--- config.mk ---
export PLATFORM = sky130hd
export DESIGN_NAME = joystick_code_lock_stepper_core_flat
export DESIGN_NICKNAME = d
export VERILOG_FILES = /design/src/rtl/core/jcl_pkg.sv /design/src/rtl/core/jcl_if.sv /design/src/rtl/core/jcl_motor.sv /design/src/rtl/core/joystick_code_lock_stepper_core.sv /design/src/flat_wrapper.sv
export SDC_FILE = /design/constraint.sdc
export NUM_CORES = 1
export LEC_CHECK = 0
export ABC_AREA = 1
export BUFFER_PORTS_ARGS = -buffer_cell sky130_fd_sc_hd__buf_2
export CAP_MARGIN = 20
export CELL_PAD_IN_SITES_DETAIL_PLACEMENT = 0
export CELL_PAD_IN_SITES_GLOBAL_PLACEMENT = 1
export CORE_UTILIZATION = 50
export CTS_BUF_LIST = sky130_fd_sc_hd__clkbuf_4
export DETAILED_ROUTE_END_ITERATION = 7
export PLACE_DENSITY = 0.92
export RECOVER_POWER = 25
export SLEW_MARGIN = 20
export SYNTH_ARGS = -nofsm -noshare
export SYNTH_HDL_FRONTEND = slang
export SYNTH_SLANG_ARGS = --single-unit
export TNS_END_PERCENT = 1
--- constraint.sdc ---
create_clock -name clock -period 8.5 [get_ports clock]
set_input_delay 0.425 -clock clock [delete_from_list [all_inputs] [get_ports clock]]
set_output_delay 0.425 -clock clock [all_outputs]
set_load 0.01 [all_outputs]
--- src/rtl/core/jcl_pkg.sv ---
// shared types, constants and helpers for the joystick code lock stepper
package jcl_pkg;

   localparam int CODE_LENGTH = 4;
   localparam int PHASE_COUNT = 8;

   localparam int SAMPLE_W = 10;
   localparam int CFG_W    = 10;
   localparam int CODE_W   = 8;
   localparam int CSR_IDX_W = 3;
   localparam int INDEX_W  = (CODE_LENGTH > 1) ? $clog2(CODE_LENGTH) : 1;
   localparam int PHASE_W  = 3;
   localparam int COIL_W   = 4;
   localparam int SEG_W    = 7;
   localparam int LAMP_W   = 2;
   localparam int SYM_W    = 2;
   localparam int BLINK_TOTAL_W = 6;
   localparam int BLINK_PHASE_W = 3;

   localparam logic [SAMPLE_W-1:0] POLL_MAX = '1;
   localparam logic [BLINK_TOTAL_W-1:0] BLINK_PERIODS = BLINK_TOTAL_W'(40);
   localparam logic [BLINK_PHASE_W-1:0] BLINK_ON_LIMIT = BLINK_PHASE_W'(5);
   localparam logic [PHASE_W-1:0] PHASE_LAST = PHASE_W'(PHASE_COUNT - 1);
   localparam logic [INDEX_W-1:0] INDEX_LAST = INDEX_W'(CODE_LENGTH - 1);

   // register indexes
   localparam logic [CSR_IDX_W-1:0] REG_POLL_PERIOD = 3'd0;
   localparam logic [CSR_IDX_W-1:0] REG_LEFT_LIMIT  = 3'd1;
   localparam logic [CSR_IDX_W-1:0] REG_RIGHT_LIMIT = 3'd2;
   localparam logic [CSR_IDX_W-1:0] REG_UP_LIMIT    = 3'd3;
   localparam logic [CSR_IDX_W-1:0] REG_DOWN_LIMIT  = 3'd4;
   localparam logic [CSR_IDX_W-1:0] REG_TURN_STEPS  = 3'd5;
   localparam logic [CSR_IDX_W-1:0] REG_CODE_WORD   = 3'd6;

   // register reset values
   localparam logic [CFG_W-1:0]  RST_POLL_PERIOD = 10'd200;
   localparam logic [CFG_W-1:0]  RST_LEFT_LIMIT  = 10'd400;
   localparam logic [CFG_W-1:0]  RST_RIGHT_LIMIT = 10'd600;
   localparam logic [CFG_W-1:0]  RST_UP_LIMIT    = 10'd20;
   localparam logic [CFG_W-1:0]  RST_DOWN_LIMIT  = 10'd1;
   localparam logic [CFG_W-1:0]  RST_TURN_STEPS  = 10'd900;
   localparam logic [CODE_W-1:0] RST_CODE_WORD   = 8'd228;

   // symbols
   localparam logic [SYM_W-1:0] SYM_UP    = 2'd0;
   localparam logic [SYM_W-1:0] SYM_RIGHT = 2'd1;
   localparam logic [SYM_W-1:0] SYM_LEFT  = 2'd2;
   localparam logic [SYM_W-1:0] SYM_DOWN  = 2'd3;

   // glyphs
   localparam logic [SEG_W-1:0] SEG_LEFT    = 7'b0001110;
   localparam logic [SEG_W-1:0] SEG_RIGHT   = 7'b0000101;
   localparam logic [SEG_W-1:0] SEG_UP      = 7'b0111110;
   localparam logic [SEG_W-1:0] SEG_DOWN    = 7'b0111101;
   localparam logic [SEG_W-1:0] SEG_NEUTRAL = 7'b0000001;

   // lamp values
   localparam logic [LAMP_W-1:0] LAMPS_ON  = 2'b11;
   localparam logic [LAMP_W-1:0] LAMPS_OFF = 2'b00;

   // entry states
   localparam logic ENTRY_READING = 1'b0;
   localparam logic ENTRY_UNLOCK  = 1'b1;

   // lamp states
   localparam logic [1:0] LAMP_IDLE  = 2'd0;
   localparam logic [1:0] LAMP_ON    = 2'd1;
   localparam logic [1:0] LAMP_BLINK = 2'd2;

   // motor states
   localparam logic [1:0] MOTOR_STAND = 2'd0;
   localparam logic [1:0] MOTOR_FWD   = 2'd1;
   localparam logic [1:0] MOTOR_BACK  = 2'd2;

   typedef logic [COIL_W-1:0] coil_table_type [8];
   localparam coil_table_type COIL_TABLE = '{
      4'b0001, 4'b0011, 4'b0010, 4'b0110, 4'b0100, 4'b1100, 4'b1000, 4'b1001
   };

   typedef struct packed {
      logic              busy;
      logic              is_open;
      logic              finish;
      logic [COIL_W-1:0] coil;
   } motor_status_type;

   // half-step pattern for a phase, table sampled evenly for shorter cycles
   function automatic logic [COIL_W-1:0] coil_of(input logic [PHASE_W-1:0] idx);
      logic [PHASE_W+3:0] scaled;
      scaled = ({4'd0, idx} * (PHASE_W + 4)'(8)) / (PHASE_W + 4)'(PHASE_COUNT);
      return COIL_TABLE[scaled[2:0]];
   endfunction

endpackage

--- src/rtl/core/jcl_if.sv ---
// channel interfaces for the joystick code lock stepper
interface jcl_req_if
   import jcl_pkg::*;
();
   logic                valid;
   logic                ready;
   logic [SAMPLE_W-1:0] x_sample;
   logic [SAMPLE_W-1:0] y_sample;

   modport source (output valid, output x_sample, output y_sample, input ready);
   modport sink   (input valid, input x_sample, input y_sample, output ready);
endinterface

interface jcl_rsp_if
   import jcl_pkg::*;
();
   logic              valid;
   logic              ready;
   logic [COIL_W-1:0] coil_phase;
   logic [SEG_W-1:0]  segment_code;
   logic [LAMP_W-1:0] status_lamps;
   logic              is_open;
   logic              motor_busy;

   modport source (output valid, output coil_phase, output segment_code,
                   output status_lamps, output is_open, output motor_busy, input ready);
   modport sink   (input valid, input coil_phase, input segment_code,
                   input status_lamps, input is_open, input motor_busy, output ready);
endinterface

interface jcl_csr_if
   import jcl_pkg::*;
();
   logic                 valid;
   logic                 ready;
   logic [CSR_IDX_W-1:0] index;
   logic [CFG_W-1:0]     data;

   modport source (output valid, output index, output data, input ready);
   modport sink   (input valid, input index, input data, output ready);
endinterface

--- src/rtl/core/jcl_motor.sv ---
// stepper turn sequencer: half-step coil phases forward or backward per tick
module jcl_motor
   import jcl_pkg::*;
(
   input  logic             clock,
   input  logic             reset,
   input  logic             step_en,
   input  logic             request,
   input  logic [CFG_W-1:0] turn_steps,
   output motor_status_type status
);

   logic [1:0]         mode_ff, mode_in;
   logic [PHASE_W-1:0] phase_ff, phase_in;
   logic [CFG_W-1:0]   step_ff, step_in;
   logic               open_ff, open_in;
   logic [COIL_W-1:0]  coil_ff, coil_in;
   logic               finish;
   logic [1:0]         mode_mid;
   logic [CFG_W-1:0]   step_mid;
   logic [PHASE_W-1:0] phase_back;

   always_comb begin
      mode_mid = mode_ff;
      step_mid = step_ff;
      mode_in  = mode_ff;
      phase_in = phase_ff;
      step_in  = step_ff;
      open_in  = open_ff;
      coil_in  = coil_ff;
      finish   = 1'b0;
      phase_back = (phase_ff == '0 || phase_ff > PHASE_LAST) ? PHASE_LAST
                                                            : phase_ff - PHASE_W'(1);
      if (mode_ff == MOTOR_STAND && request) begin
         mode_mid = open_ff ? MOTOR_BACK : MOTOR_FWD;
         step_mid = '0;
      end
      if (mode_mid != MOTOR_STAND) begin
         mode_in = mode_mid;
         if (step_mid < turn_steps) begin
            if (mode_mid == MOTOR_FWD) begin
               coil_in  = coil_of(phase_ff);
               phase_in = (phase_ff >= PHASE_LAST) ? '0 : phase_ff + PHASE_W'(1);
            end else begin
               phase_in = phase_back;
               coil_in  = coil_of(phase_back);
            end
            step_in = step_mid + CFG_W'(1);
         end else begin
            // one idle tick closes the turn
            phase_in = (mode_mid == MOTOR_FWD) ? PHASE_LAST : '0;
            step_in  = '0;
            finish   = 1'b1;
            open_in  = ~open_ff;
            mode_in  = MOTOR_STAND;
         end
      end
   end

   always_ff @(posedge clock) begin
      if (reset) begin
         mode_ff  <= MOTOR_STAND;
         phase_ff <= '0;
         step_ff  <= '0;
         open_ff  <= 1'b0;
         coil_ff  <= '0;
      end else if (step_en) begin
         mode_ff  <= mode_in;
         phase_ff <= phase_in;
         step_ff  <= step_in;
         open_ff  <= open_in;
         coil_ff  <= coil_in;
      end
   end

   assign status.busy    = (mode_in != MOTOR_STAND);
   assign status.is_open = open_in;
   assign status.finish  = finish;
   assign status.coil    = coil_in;

endmodule

--- src/rtl/core/joystick_code_lock_stepper_core.sv ---
// top level of the joystick code lock with stepper drive
//
// req_ch carries one timer tick per transaction with the joystick x and y
// samples; rsp_ch returns exactly one result transaction per tick with the
// coil pattern, glyph, lamps, open flag and busy flag after that tick.
// csr_ch writes the seven registers (poll period, four stick limits, turn
// steps, code word) by index; it is always ready and indexes past the code
// word are dropped. Write registers only while no tick is outstanding.
// The tick is evaluated in the accept cycle and the result register shows it
// on the next. Throughput is one tick per cycle while rsp_ch takes results;
// the single result register is the only buffer, so while rsp_ch stalls
// with a result pending, req_ch ready is low, and it rises in the cycle the
// result is taken. Reset (synchronous) loads the register defaults, clears
// all counters, flags, coil, glyph and lamps, and drops any pending result.
// Stored code symbols are not reset; each is written before it is compared.
module joystick_code_lock_stepper_core
   import jcl_pkg::*;
(
   input logic      clock,
   input logic      reset,
   jcl_req_if.sink   req_ch,
   jcl_rsp_if.source rsp_ch,
   jcl_csr_if.sink   csr_ch
);

   // configuration
   logic [CFG_W-1:0]  poll_period_ff, left_limit_ff, right_limit_ff;
   logic [CFG_W-1:0]  up_limit_ff, down_limit_ff, turn_steps_ff;
   logic [CODE_W-1:0] code_word_ff;

   // lock state
   logic [CFG_W-1:0]         poll_count_ff, poll_count_in;
   logic                     entry_mode_ff, entry_mode_in;
   logic [INDEX_W-1:0]       entry_index_ff, entry_index_in;
   logic [SYM_W-1:0]         symbols_ff [CODE_LENGTH];
   logic                     symbol_held_ff, symbol_held_in;
   logic [1:0]               lamp_mode_ff, lamp_mode_in;
   logic [BLINK_TOTAL_W-1:0] blink_total_ff, blink_total_in;
   logic [BLINK_PHASE_W-1:0] blink_phase_ff, blink_phase_in;
   logic                     request_ff, request_in;
   logic                     mismatch_ff, mismatch_in;
   logic [SEG_W-1:0]         segment_ff, segment_in;
   logic [LAMP_W-1:0]        lamp_ff, lamp_in;

   // result register
   logic              rsp_valid_ff;
   logic [COIL_W-1:0] rsp_coil_ff;
   logic [SEG_W-1:0]  rsp_segment_ff;
   logic [LAMP_W-1:0] rsp_lamps_ff;
   logic              rsp_open_ff;
   logic              rsp_busy_ff;

   logic               accept;
   logic               poll_hit;
   logic               store_en;
   logic [SYM_W-1:0]   store_sym;
   logic               code_match;
   logic               request_mid;
   motor_status_type   motor;

   assign req_ch.ready = ~rsp_valid_ff | rsp_ch.ready;
   assign accept       = req_ch.valid & req_ch.ready;
   assign csr_ch.ready = 1'b1;
   assign poll_hit     = (poll_count_ff >= poll_period_ff);

   always_comb begin
      code_match = 1'b1;
      for (int i = 0; i < CODE_LENGTH; i++) begin
         if (2 * i < CODE_W) begin
            if (symbols_ff[i] != code_word_ff[2*i +: SYM_W]) code_match = 1'b0;
         end else if (symbols_ff[i] != SYM_UP) begin
            code_match = 1'b0;
         end
      end
   end

   always_comb begin
      poll_count_in  = poll_count_ff;
      entry_mode_in  = entry_mode_ff;
      entry_index_in = entry_index_ff;
      symbol_held_in = symbol_held_ff;
      lamp_mode_in   = lamp_mode_ff;
      blink_total_in = blink_total_ff;
      blink_phase_in = blink_phase_ff;
      request_mid    = request_ff;
      mismatch_in    = mismatch_ff;
      segment_in     = segment_ff;
      lamp_in        = lamp_ff;
      store_en       = 1'b0;
      store_sym      = SYM_UP;

      if (poll_hit) begin
         poll_count_in = CFG_W'(1);

         // entry poll: stick is ignored while a matched code is turning
         if (!(entry_mode_ff == ENTRY_UNLOCK && request_ff)) begin
            entry_mode_in = ENTRY_READING;
            priority if (req_ch.x_sample < left_limit_ff) begin
               segment_in = SEG_LEFT;
               store_sym  = SYM_LEFT;
               store_en   = 1'b1;
            end else if (req_ch.x_sample > right_limit_ff) begin
               segment_in = SEG_RIGHT;
               store_sym  = SYM_RIGHT;
               store_en   = 1'b1;
            end else if (req_ch.y_sample > up_limit_ff) begin
               segment_in = SEG_UP;
               store_sym  = SYM_UP;
               store_en   = 1'b1;
            end else if (req_ch.y_sample < down_limit_ff) begin
               segment_in = SEG_DOWN;
               store_sym  = SYM_DOWN;
               store_en   = 1'b1;
            end else begin
               segment_in = SEG_NEUTRAL;
            end
            if (store_en) begin
               symbol_held_in = 1'b1;
            end else if (symbol_held_ff) begin
               // release after a deflection
               symbol_held_in = 1'b0;
               if (entry_index_ff >= INDEX_LAST) begin
                  entry_index_in = '0;
                  if (code_match) begin
                     request_mid   = 1'b1;
                     entry_mode_in = ENTRY_UNLOCK;
                  end else begin
                     mismatch_in = 1'b1;
                  end
               end else begin
                  entry_index_in = entry_index_ff + INDEX_W'(1);
               end
            end
         end

         // lamp poll
         unique case (lamp_mode_ff)
            LAMP_IDLE: begin
               if (mismatch_in) lamp_mode_in = LAMP_BLINK;
               else if (request_mid) lamp_mode_in = LAMP_ON;
            end
            LAMP_ON: begin
               if (!request_mid) lamp_mode_in = LAMP_IDLE;
            end
            default: begin
               if (blink_total_ff >= BLINK_PERIODS) begin
                  blink_total_in = BLINK_TOTAL_W'(1);
                  blink_phase_in = BLINK_PHASE_W'(1);
                  mismatch_in    = 1'b0;
                  lamp_mode_in   = LAMP_IDLE;
               end else begin
                  blink_total_in = blink_total_ff + BLINK_TOTAL_W'(1);
                  blink_phase_in = blink_phase_ff + BLINK_PHASE_W'(1);
               end
            end
         endcase
         unique case (lamp_mode_in)
            LAMP_IDLE: lamp_in = LAMP_W'(entry_index_in);
            LAMP_ON:   lamp_in = LAMPS_ON;
            default: begin
               if (blink_phase_in < BLINK_ON_LIMIT) begin
                  lamp_in = LAMPS_ON;
               end else begin
                  lamp_in        = LAMPS_OFF;
                  blink_phase_in = '0;
               end
            end
         endcase
      end else if (poll_count_ff < POLL_MAX) begin
         poll_count_in = poll_count_ff + CFG_W'(1);
      end
   end

   assign request_in = request_mid & ~motor.finish;

   jcl_motor u_motor (
      .clock      (clock),
      .reset      (reset),
      .step_en    (accept),
      .request    (request_mid),
      .turn_steps (turn_steps_ff),
      .status     (motor)
   );

   always_ff @(posedge clock) begin
      if (reset) begin
         poll_period_ff <= RST_POLL_PERIOD;
         left_limit_ff  <= RST_LEFT_LIMIT;
         right_limit_ff <= RST_RIGHT_LIMIT;
         up_limit_ff    <= RST_UP_LIMIT;
         down_limit_ff  <= RST_DOWN_LIMIT;
         turn_steps_ff  <= RST_TURN_STEPS;
         code_word_ff   <= RST_CODE_WORD;
      end else if (csr_ch.valid) begin
         unique case (csr_ch.index)
            REG_POLL_PERIOD: poll_period_ff <= csr_ch.data;
            REG_LEFT_LIMIT:  left_limit_ff  <= csr_ch.data;
            REG_RIGHT_LIMIT: right_limit_ff <= csr_ch.data;
            REG_UP_LIMIT:    up_limit_ff    <= csr_ch.data;
            REG_DOWN_LIMIT:  down_limit_ff  <= csr_ch.data;
            REG_TURN_STEPS:  turn_steps_ff  <= csr_ch.data;
            REG_CODE_WORD:   code_word_ff   <= csr_ch.data[CODE_W-1:0];
            default: ;
         endcase
      end
   end

   always_ff @(posedge clock) begin
      if (reset) begin
         poll_count_ff  <= '0;
         entry_mode_ff  <= ENTRY_READING;
         entry_index_ff <= '0;
         symbol_held_ff <= 1'b0;
         lamp_mode_ff   <= LAMP_IDLE;
         blink_total_ff <= '0;
         blink_phase_ff <= '0;
         request_ff     <= 1'b0;
         mismatch_ff    <= 1'b0;
         segment_ff     <= '0;
         lamp_ff        <= '0;
      end else if (accept) begin
         poll_count_ff  <= poll_count_in;
         entry_mode_ff  <= entry_mode_in;
         entry_index_ff <= entry_index_in;
         symbol_held_ff <= symbol_held_in;
         lamp_mode_ff   <= lamp_mode_in;
         blink_total_ff <= blink_total_in;
         blink_phase_ff <= blink_phase_in;
         request_ff     <= request_in;
         mismatch_ff    <= mismatch_in;
         segment_ff     <= segment_in;
         lamp_ff        <= lamp_in;
      end
   end

   always_ff @(posedge clock) begin
      if (accept && store_en) begin
         symbols_ff[entry_index_ff] <= store_sym;
      end
   end

   always_ff @(posedge clock) begin
      if (reset) begin
         rsp_valid_ff <= 1'b0;
      end else if (accept) begin
         rsp_valid_ff <= 1'b1;
      end else if (rsp_ch.ready) begin
         rsp_valid_ff <= 1'b0;
      end
   end

   always_ff @(posedge clock) begin
      if (accept) begin
         rsp_coil_ff    <= motor.coil;
         rsp_segment_ff <= segment_in;
         rsp_lamps_ff   <= lamp_in;
         rsp_open_ff    <= motor.is_open;
         rsp_busy_ff    <= motor.busy;
      end
   end

   assign rsp_ch.valid        = rsp_valid_ff;
   assign rsp_ch.coil_phase   = rsp_coil_ff;
   assign rsp_ch.segment_code = rsp_segment_ff;
   assign rsp_ch.status_lamps = rsp_lamps_ff;
   assign rsp_ch.is_open      = rsp_open_ff;
   assign rsp_ch.motor_busy   = rsp_busy_ff;

endmodule

--- src/flat_wrapper.sv ---
// flat-port wrapper written by rule: the top's interface ports become plain ports
module joystick_code_lock_stepper_core_flat import jcl_pkg::*;
  (clock, reset, req_ch_valid, req_ch_x_sample, req_ch_y_sample, req_ch_ready, rsp_ch_valid, rsp_ch_coil_phase, rsp_ch_segment_code, rsp_ch_status_lamps, rsp_ch_is_open, rsp_ch_motor_busy, rsp_ch_ready, csr_ch_valid, csr_ch_index, csr_ch_data, csr_ch_ready);
  jcl_req_if req_ch_i ();
  jcl_rsp_if rsp_ch_i ();
  jcl_csr_if csr_ch_i ();
  input logic clock;
  input logic reset;
  input wire logic [$bits(req_ch_i.valid)-1:0] req_ch_valid;
  input wire logic [$bits(req_ch_i.x_sample)-1:0] req_ch_x_sample;
  input wire logic [$bits(req_ch_i.y_sample)-1:0] req_ch_y_sample;
  output wire logic [$bits(req_ch_i.ready)-1:0] req_ch_ready;
  output wire logic [$bits(rsp_ch_i.valid)-1:0] rsp_ch_valid;
  output wire logic [$bits(rsp_ch_i.coil_phase)-1:0] rsp_ch_coil_phase;
  output wire logic [$bits(rsp_ch_i.segment_code)-1:0] rsp_ch_segment_code;
  output wire logic [$bits(rsp_ch_i.status_lamps)-1:0] rsp_ch_status_lamps;
  output wire logic [$bits(rsp_ch_i.is_open)-1:0] rsp_ch_is_open;
  output wire logic [$bits(rsp_ch_i.motor_busy)-1:0] rsp_ch_motor_busy;
  input wire logic [$bits(rsp_ch_i.ready)-1:0] rsp_ch_ready;
  input wire logic [$bits(csr_ch_i.valid)-1:0] csr_ch_valid;
  input wire logic [$bits(csr_ch_i.index)-1:0] csr_ch_index;
  input wire logic [$bits(csr_ch_i.data)-1:0] csr_ch_data;
  output wire logic [$bits(csr_ch_i.ready)-1:0] csr_ch_ready;
  assign req_ch_i.valid = req_ch_valid;
  assign req_ch_i.x_sample = req_ch_x_sample;
  assign req_ch_i.y_sample = req_ch_y_sample;
  assign req_ch_ready = req_ch_i.ready;
  assign rsp_ch_valid = rsp_ch_i.valid;
  assign rsp_ch_coil_phase = rsp_ch_i.coil_phase;
  assign rsp_ch_segment_code = rsp_ch_i.segment_code;
  assign rsp_ch_status_lamps = rsp_ch_i.status_lamps;
  assign rsp_ch_is_open = rsp_ch_i.is_open;
  assign rsp_ch_motor_busy = rsp_ch_i.motor_busy;
  assign rsp_ch_i.ready = rsp_ch_ready;
  assign csr_ch_i.valid = csr_ch_valid;
  assign csr_ch_i.index = csr_ch_index;
  assign csr_ch_i.data = csr_ch_data;
  assign csr_ch_ready = csr_ch_i.ready;
  joystick_code_lock_stepper_core u_core (.clock(clock), .reset(reset), .req_ch(req_ch_i), .rsp_ch(rsp_ch_i), .csr_ch(csr_ch_i));
endmodule
Word level (Yosys, flattened, before mapping)
Memory sizes are Yosys's and may differ from the RTL's.
Index checks and enable logic that the tools add are counted.
{ "totals": {"ff_bits": 140, "ramBits": 8, "mem_bits_ro": 64, "in_bits": 38, "out_inout_bits": 18, "elab_cells": 194, "mem_count": 3} }
{ "classes": {"add_sub_neg": 7, "magnitude_cmp": 14, "n_eq_ne": 13, "n_mux": 91, "n_bitwise": 10, "n_reduce_logical": 27} }
{ "mem_list": {"columns": ["name", "words", "word_bits", "rd", "rd_clocked_by_memory_dff", "write_ports", "line_no", "text"], "rows": [
  ["(no name shown)", 8, 4, 1, 0, 0, "jcl_pkg.sv:91", "return COIL_TABLE[scaled[2:0]];"],
  ["(no name shown)", 8, 4, 1, 0, 0, "jcl_pkg.sv:91", null],
  ["u_core.symbols_ff", 4, 2, 4, 0, 1, "joystick_code_lock_stepper_core.sv:35", "logic [SYM_W-1:0] symbols_ff [CODE_LENGTH];"]
]} }
{ "op_table": {"columns": ["cell", "count"], "rows": [
  ["$mux W2", 21],
  ["$mux W1", 40],
  ["$mux W10", 4],
  ["$mux W7", 5],
  ["$lt A10 B10 Y1", 3],
  ["$mux W3", 10],
  ["$mux W4", 7],
  ["$add A10 B1 Y10 const B", 2],
  ["$gt A10 B10 Y1", 2],
  ["$reduce_and A2 Y1", 10],
  ["$mux W6", 2],
  ["$ge A10 B10 Y1", 1],
  ["$lt A10 B10 Y1 const B", 1],
  ["$eq A3 B3 Y1 const B", 3],
  ["$ge A4 B4 Y1 const B", 2],
  ["$ne A2 B2 Y1", 4],
  ["$not A3 Y4", 2],
  ["$pmux W2 S2", 2],
  ["$reduce_bool A2 Y1", 4],
  ["$add A3 B1 Y3 const B", 2],
  ["$add A6 B1 Y6 const B", 1],
  ["$eq A2 B1 Y1 const B", 3],
  ["$eq A3 B2 Y1 const B", 2],
  ["$ge A6 B6 Y1 const B", 1],
  ["other kinds (16)", 28]
]} }

Logic depth before layout (Yosys ltp)
An unclocked memory read counts as a cell.
{ "depth": {"ltp_word": 20, "mapped_depth": 31, "depth_no_buf": 30} }

Cells and area by module
Synthesis repeated with hierarchy kept, for this count alone.
{ "hier_totals": {"hier_cells": 1092, "hier_area_um2": 8170.3} }
{ "by_module_without_submodules": {"columns": ["mod", "n_inst", "cells_per_inst", "area_per_inst_um2", "seq_area_each_um2"], "rows": [
  ["joystick_code_lock_stepper_core", 1, 813, 6492.5, 2792.7],
  ["jcl_motor", 1, 279, 1677.9, 400.4]
]} }

Worst setup path before layout
No wires, ideal clock.
{ "synth_timing": {"path_type": "in2reg", "start": "in req_ch_y_sample[9]", "end": "reg u_core.rsp_coil_ff[0], in the netlist u_core.rsp_ch.coil_phase[0] (data pin)", "setup_time_ns": 0.254, "t_arrival_ns": 2.955, "required_time_ns": 8.246, "setup_slack_ns": 5.290, "cell_stages": 25, "path_buffers": 1, "path_cell_list": "ha_1 > nand2_1 > inv_1 > a21oi_1 > nand3_1 > nand2_2 > nand2_2 > nor2_4 > nand2_2 > nand2_2 > nand3_4 > buf_6 > nand2_1 > inv_1 > ha_1 > nand2_1 > inv_1 > nand3_1 > nor2_1 > nand2_1 > nor2_1 > a21oi_4 > nand3_1 > nand2_1 > nand2_1"} }
{ "synth_lines": {"columns": ["element", "line_no", "text"], "rows": [
  ["from (decl)", "flat_wrapper.sv:11", "input wire logic [$bits(req_ch_i.y_sample)-1:0] req_ch_y_sample;"],
  ["to (signal assigned)", "joystick_code_lock_stepper_core.sv:254", "rsp_coil_ff <= motor.coil;"],
  ["to (decl)", "joystick_code_lock_stepper_core.sv:47", "logic [COIL_W-1:0] rsp_coil_ff;"]
]} }

==> results.yml <==
run_status:
  status: "finished, violations left"
  violations: "capacitance limit, slew limit"
place:
  place_congestion: 0.844
  place_worst_setup_slack_ns: 4.77
  io_buffer_count: 54
  dp_hpwl_um: 12600
setup_path:
  required_ns: 8.95
  crit_path_max_fanout: 82
  crit_path_end_kind: "flip-flop"
  crit_type: "in -> reg"
  worstPathArrival_ns: 4.95
  cp-start-kind: "primary input"
worst_hold_path:
  min_path_type: "in -> reg"
synth:
  dominantRegCellSynth: "dfxtp_1"
  syn_inst: 1077
  synth_cell_types: 45
  syn_area_um2: 8020
  ys_seq_area_frac: 0.398
  synthArstFlopShare: 0
  syn_area_per_cell_um2: 7.44
  ys_warn_count: 0
  syn_nets: 1187
  synth_edf_count: 23
  ys_ff_latch: 148
final_layout:
  area_growth_pct: 9.69
  postLayoutCoreUtil: 0.570
  fillers: 1500
  drive_gt1_frac: 0.104
  seqCellArea_um2: 3190
  multi_input_area_um2: 3990
  finalNetCount: 1239
grt:
  grt_max_degree: 83
  overflow: 0
  grt_util_all_layers: 0.225
  grt_pass1_wl_um: 29000
  antenna_found_initial: 1
  grt_pass1_vias: 6074
cts:
  postCtsSetupBuffers: 0
  cts_resized: 0
  worstSkewPairLatency_ns: 0.56
  cts_buffers: 17
  cts_root_buf: "clkbuf_4"
  cts.sink_count: 148
  cts_hold_buf: 0
  clk_pin_slew_worst_paths_ns: 0.13
  cts_buffer_depth: 2
  h-tree-depth: 4
  cts_tree: "yes"
die:
  core-area_um2: 15400
  fp.dieArea_um2: 16500
  ioPinCount: 56
  die_h_um: 129
  die_x_um: 129
  initial_core_util: 0.520
  num_rows: 45
power_and_ir_drop:
  p_per_area_nw_per_um2: 159
  vdd_drop_max_mv: 0.0968
  p_leak_nw: 4.12
sta:
  slew_headroom: -1.10
  tns_ns: 0
  period_needed_ns: 4.50
  finalMaxSlewViolations: 83
  worst_slew_pin_slew_ns: 3.15
  fin_ws_ns: 4.00
  hold_ws_ns: 0.142
  fin_crit_sh: 0.529
  final-hold-violation-count: 0
  clock.fmax_ghz: 0.222
  rsz0062_at_grt: "no"
  finalClockSkew_ns: 0.0170
  setup-violations-final: 0
detailed_routing:
  drt-pass1-iter-count: 5
  drc_errors: 0
  drt-wirelength-per-cell_um: 12.9
  drt_iter0_drc: 338
  final_antenna_net_count: 0
  viasPerCell: 4.92
  drt_wl_total_um: 17400
  vias: 6657
flow_run:
  cap_violations: 2
sequential cells by signal, summed over array words and instances, names as in the netlist, 3 cells and up:
signal and count:
u_core.left_limit_ff 10, u_core.code_word_ff 8, u_core.rsp_ch.segment_code 7, u_core.symbols_ff 8, u_core.u_motor.step_ff 10, u_core.segment_ff 7, u_core.down_limit_ff 10, u_core.poll_count_ff 10
u_core.up_limit_ff 10, u_core.poll_period_ff 10, u_core.u_motor.phase_ff 3, u_core.turn_steps_ff 10, u_core.rsp_ch.coil_phase 4, u_core.blink_phase_ff 3, u_core.right_limit_ff 10, u_core.u_motor.coil_ff 4
u_core.blink_total_ff 6
stage by stage:
step                power, mW  cells  area, µm²
floorplan               0.857   1077       8020
global placement        0.904   1321       8470
detailed placement      0.906   1321       8470
CTS                      1.41   1353       8800
global route             1.46   1354       8790
finish                   1.40   1354       8790
power by group:
group / total [mW] / leakage, nW / internal, mW / switching [mW]
sequential: 0.743 / 1.24 / 0.734 / 0.00923
combinational: 0.148 / 2.70 / 0.0517 / 0.0964
clock: 0.506 / 0.175 / 0.240 / 0.266
total: 1.40 / 4.12 / 1.03 / 0.371
Yosys cell counts, drive strengths merged, types with 3 or more instances:
cell | n | share of area
xor2 | 14 | 0.015
nor2 | 92 | 0.046
clkbuf | 21 | 0.0098
clkinv | 3 | 0.0014
nand3 | 50 | 0.034
dfxtp | 125 | 0.31
o22ai | 5 | 0.0039
nor3 | 9 | 0.0062
nand2 | 224 | 0.11
buf | 3 | 0.0030
or2 | 4 | 0.0031
o21ai | 85 | 0.054
edfxtp | 23 | 0.086
inv | 193 | 0.090
o21a | 3 | 0.0028
a21oi | 99 | 0.063
o211ai | 18 | 0.017
ha | 72 | 0.11
nor3b | 5 | 0.0047
nand4 | 14 | 0.011
cell families (layout without fill, tap and decap cells):
group,Yosys count,after routing,share of synthesized area
AND/OR/NAND/NOR,399,399,0.216
buffers and inverters,220,285,0.105
adder cells (fa/ha/maj),72,72,0.112
XOR/XNOR,14,14,0.0153
other,1,2,0.000468
flip-flops,148,148,0.398
AO/OA/AOI/OAI,223,223,0.153
cells in the final DEF, fill, tap and decap left out, types with 3 or more instances in the layout:
master,count
nand2_4,3
a21oi_1,98
inv_2,7
buf_2,53
o211ai_1,18
nand2_1,212
clkinv_4,3
o22ai_1,5
nand2_2,9
nand4_1,14
inv_1,186
or2_2,3
nor3b_1,5
clkinv_1,4
xor2_1,14
edfxtp_1,23
nand3_1,47
nor3_1,8
ha_1,72
o21a_1,3
o21ai_0,81
bufinv_16,4
nor2_1,88
dfxtp_1,125
clkbuf_4,19
worst paths after layout:
path                                  from  depth (start not counted)                           to  slack, ns
setup reg to reg  u_core.poll_period_ff[9]                         22  u_core.rsp_ch.coil_phase[0]       4.99
setup / recovery                     reset                          5      u_core.poll_count_ff[2]       4.00
hold / removal                rsp_ch_ready                          4          u_core.rsp_ch.valid       0.14
hold reg to reg      u_core.up_limit_ff[7]                          2        u_core.up_limit_ff[7]       0.47
layer usage:
layer | part of all wire | track usage
met1 | 0.49 | 0.295
met2 | 0.47 | 0.378
met4 | 0.0045 | 0.0471
met5 | 0 | 0
met3 | 0.037 | 0.0536
critical path: stages:
cell and delay, ns:
clkbuf_1 0.56, clkinv_1 0.14, clkbuf_1 2.23, nand2_1 1.08, a311oi_1 0.49
area by class of cell:
class / instances / area share
multi-input combinational: 709 / 0.453
tap: 211 / 0.0300
inverter: 196 / 0.0837
antenna: 1 / 0.000285
timing repair buffer: 57 / 0.0327
clock buffer: 19 / 0.0162
sequential: 148 / 0.363
clock inverter: 13 / 0.0208
Power figures use the tool's default switching activity.
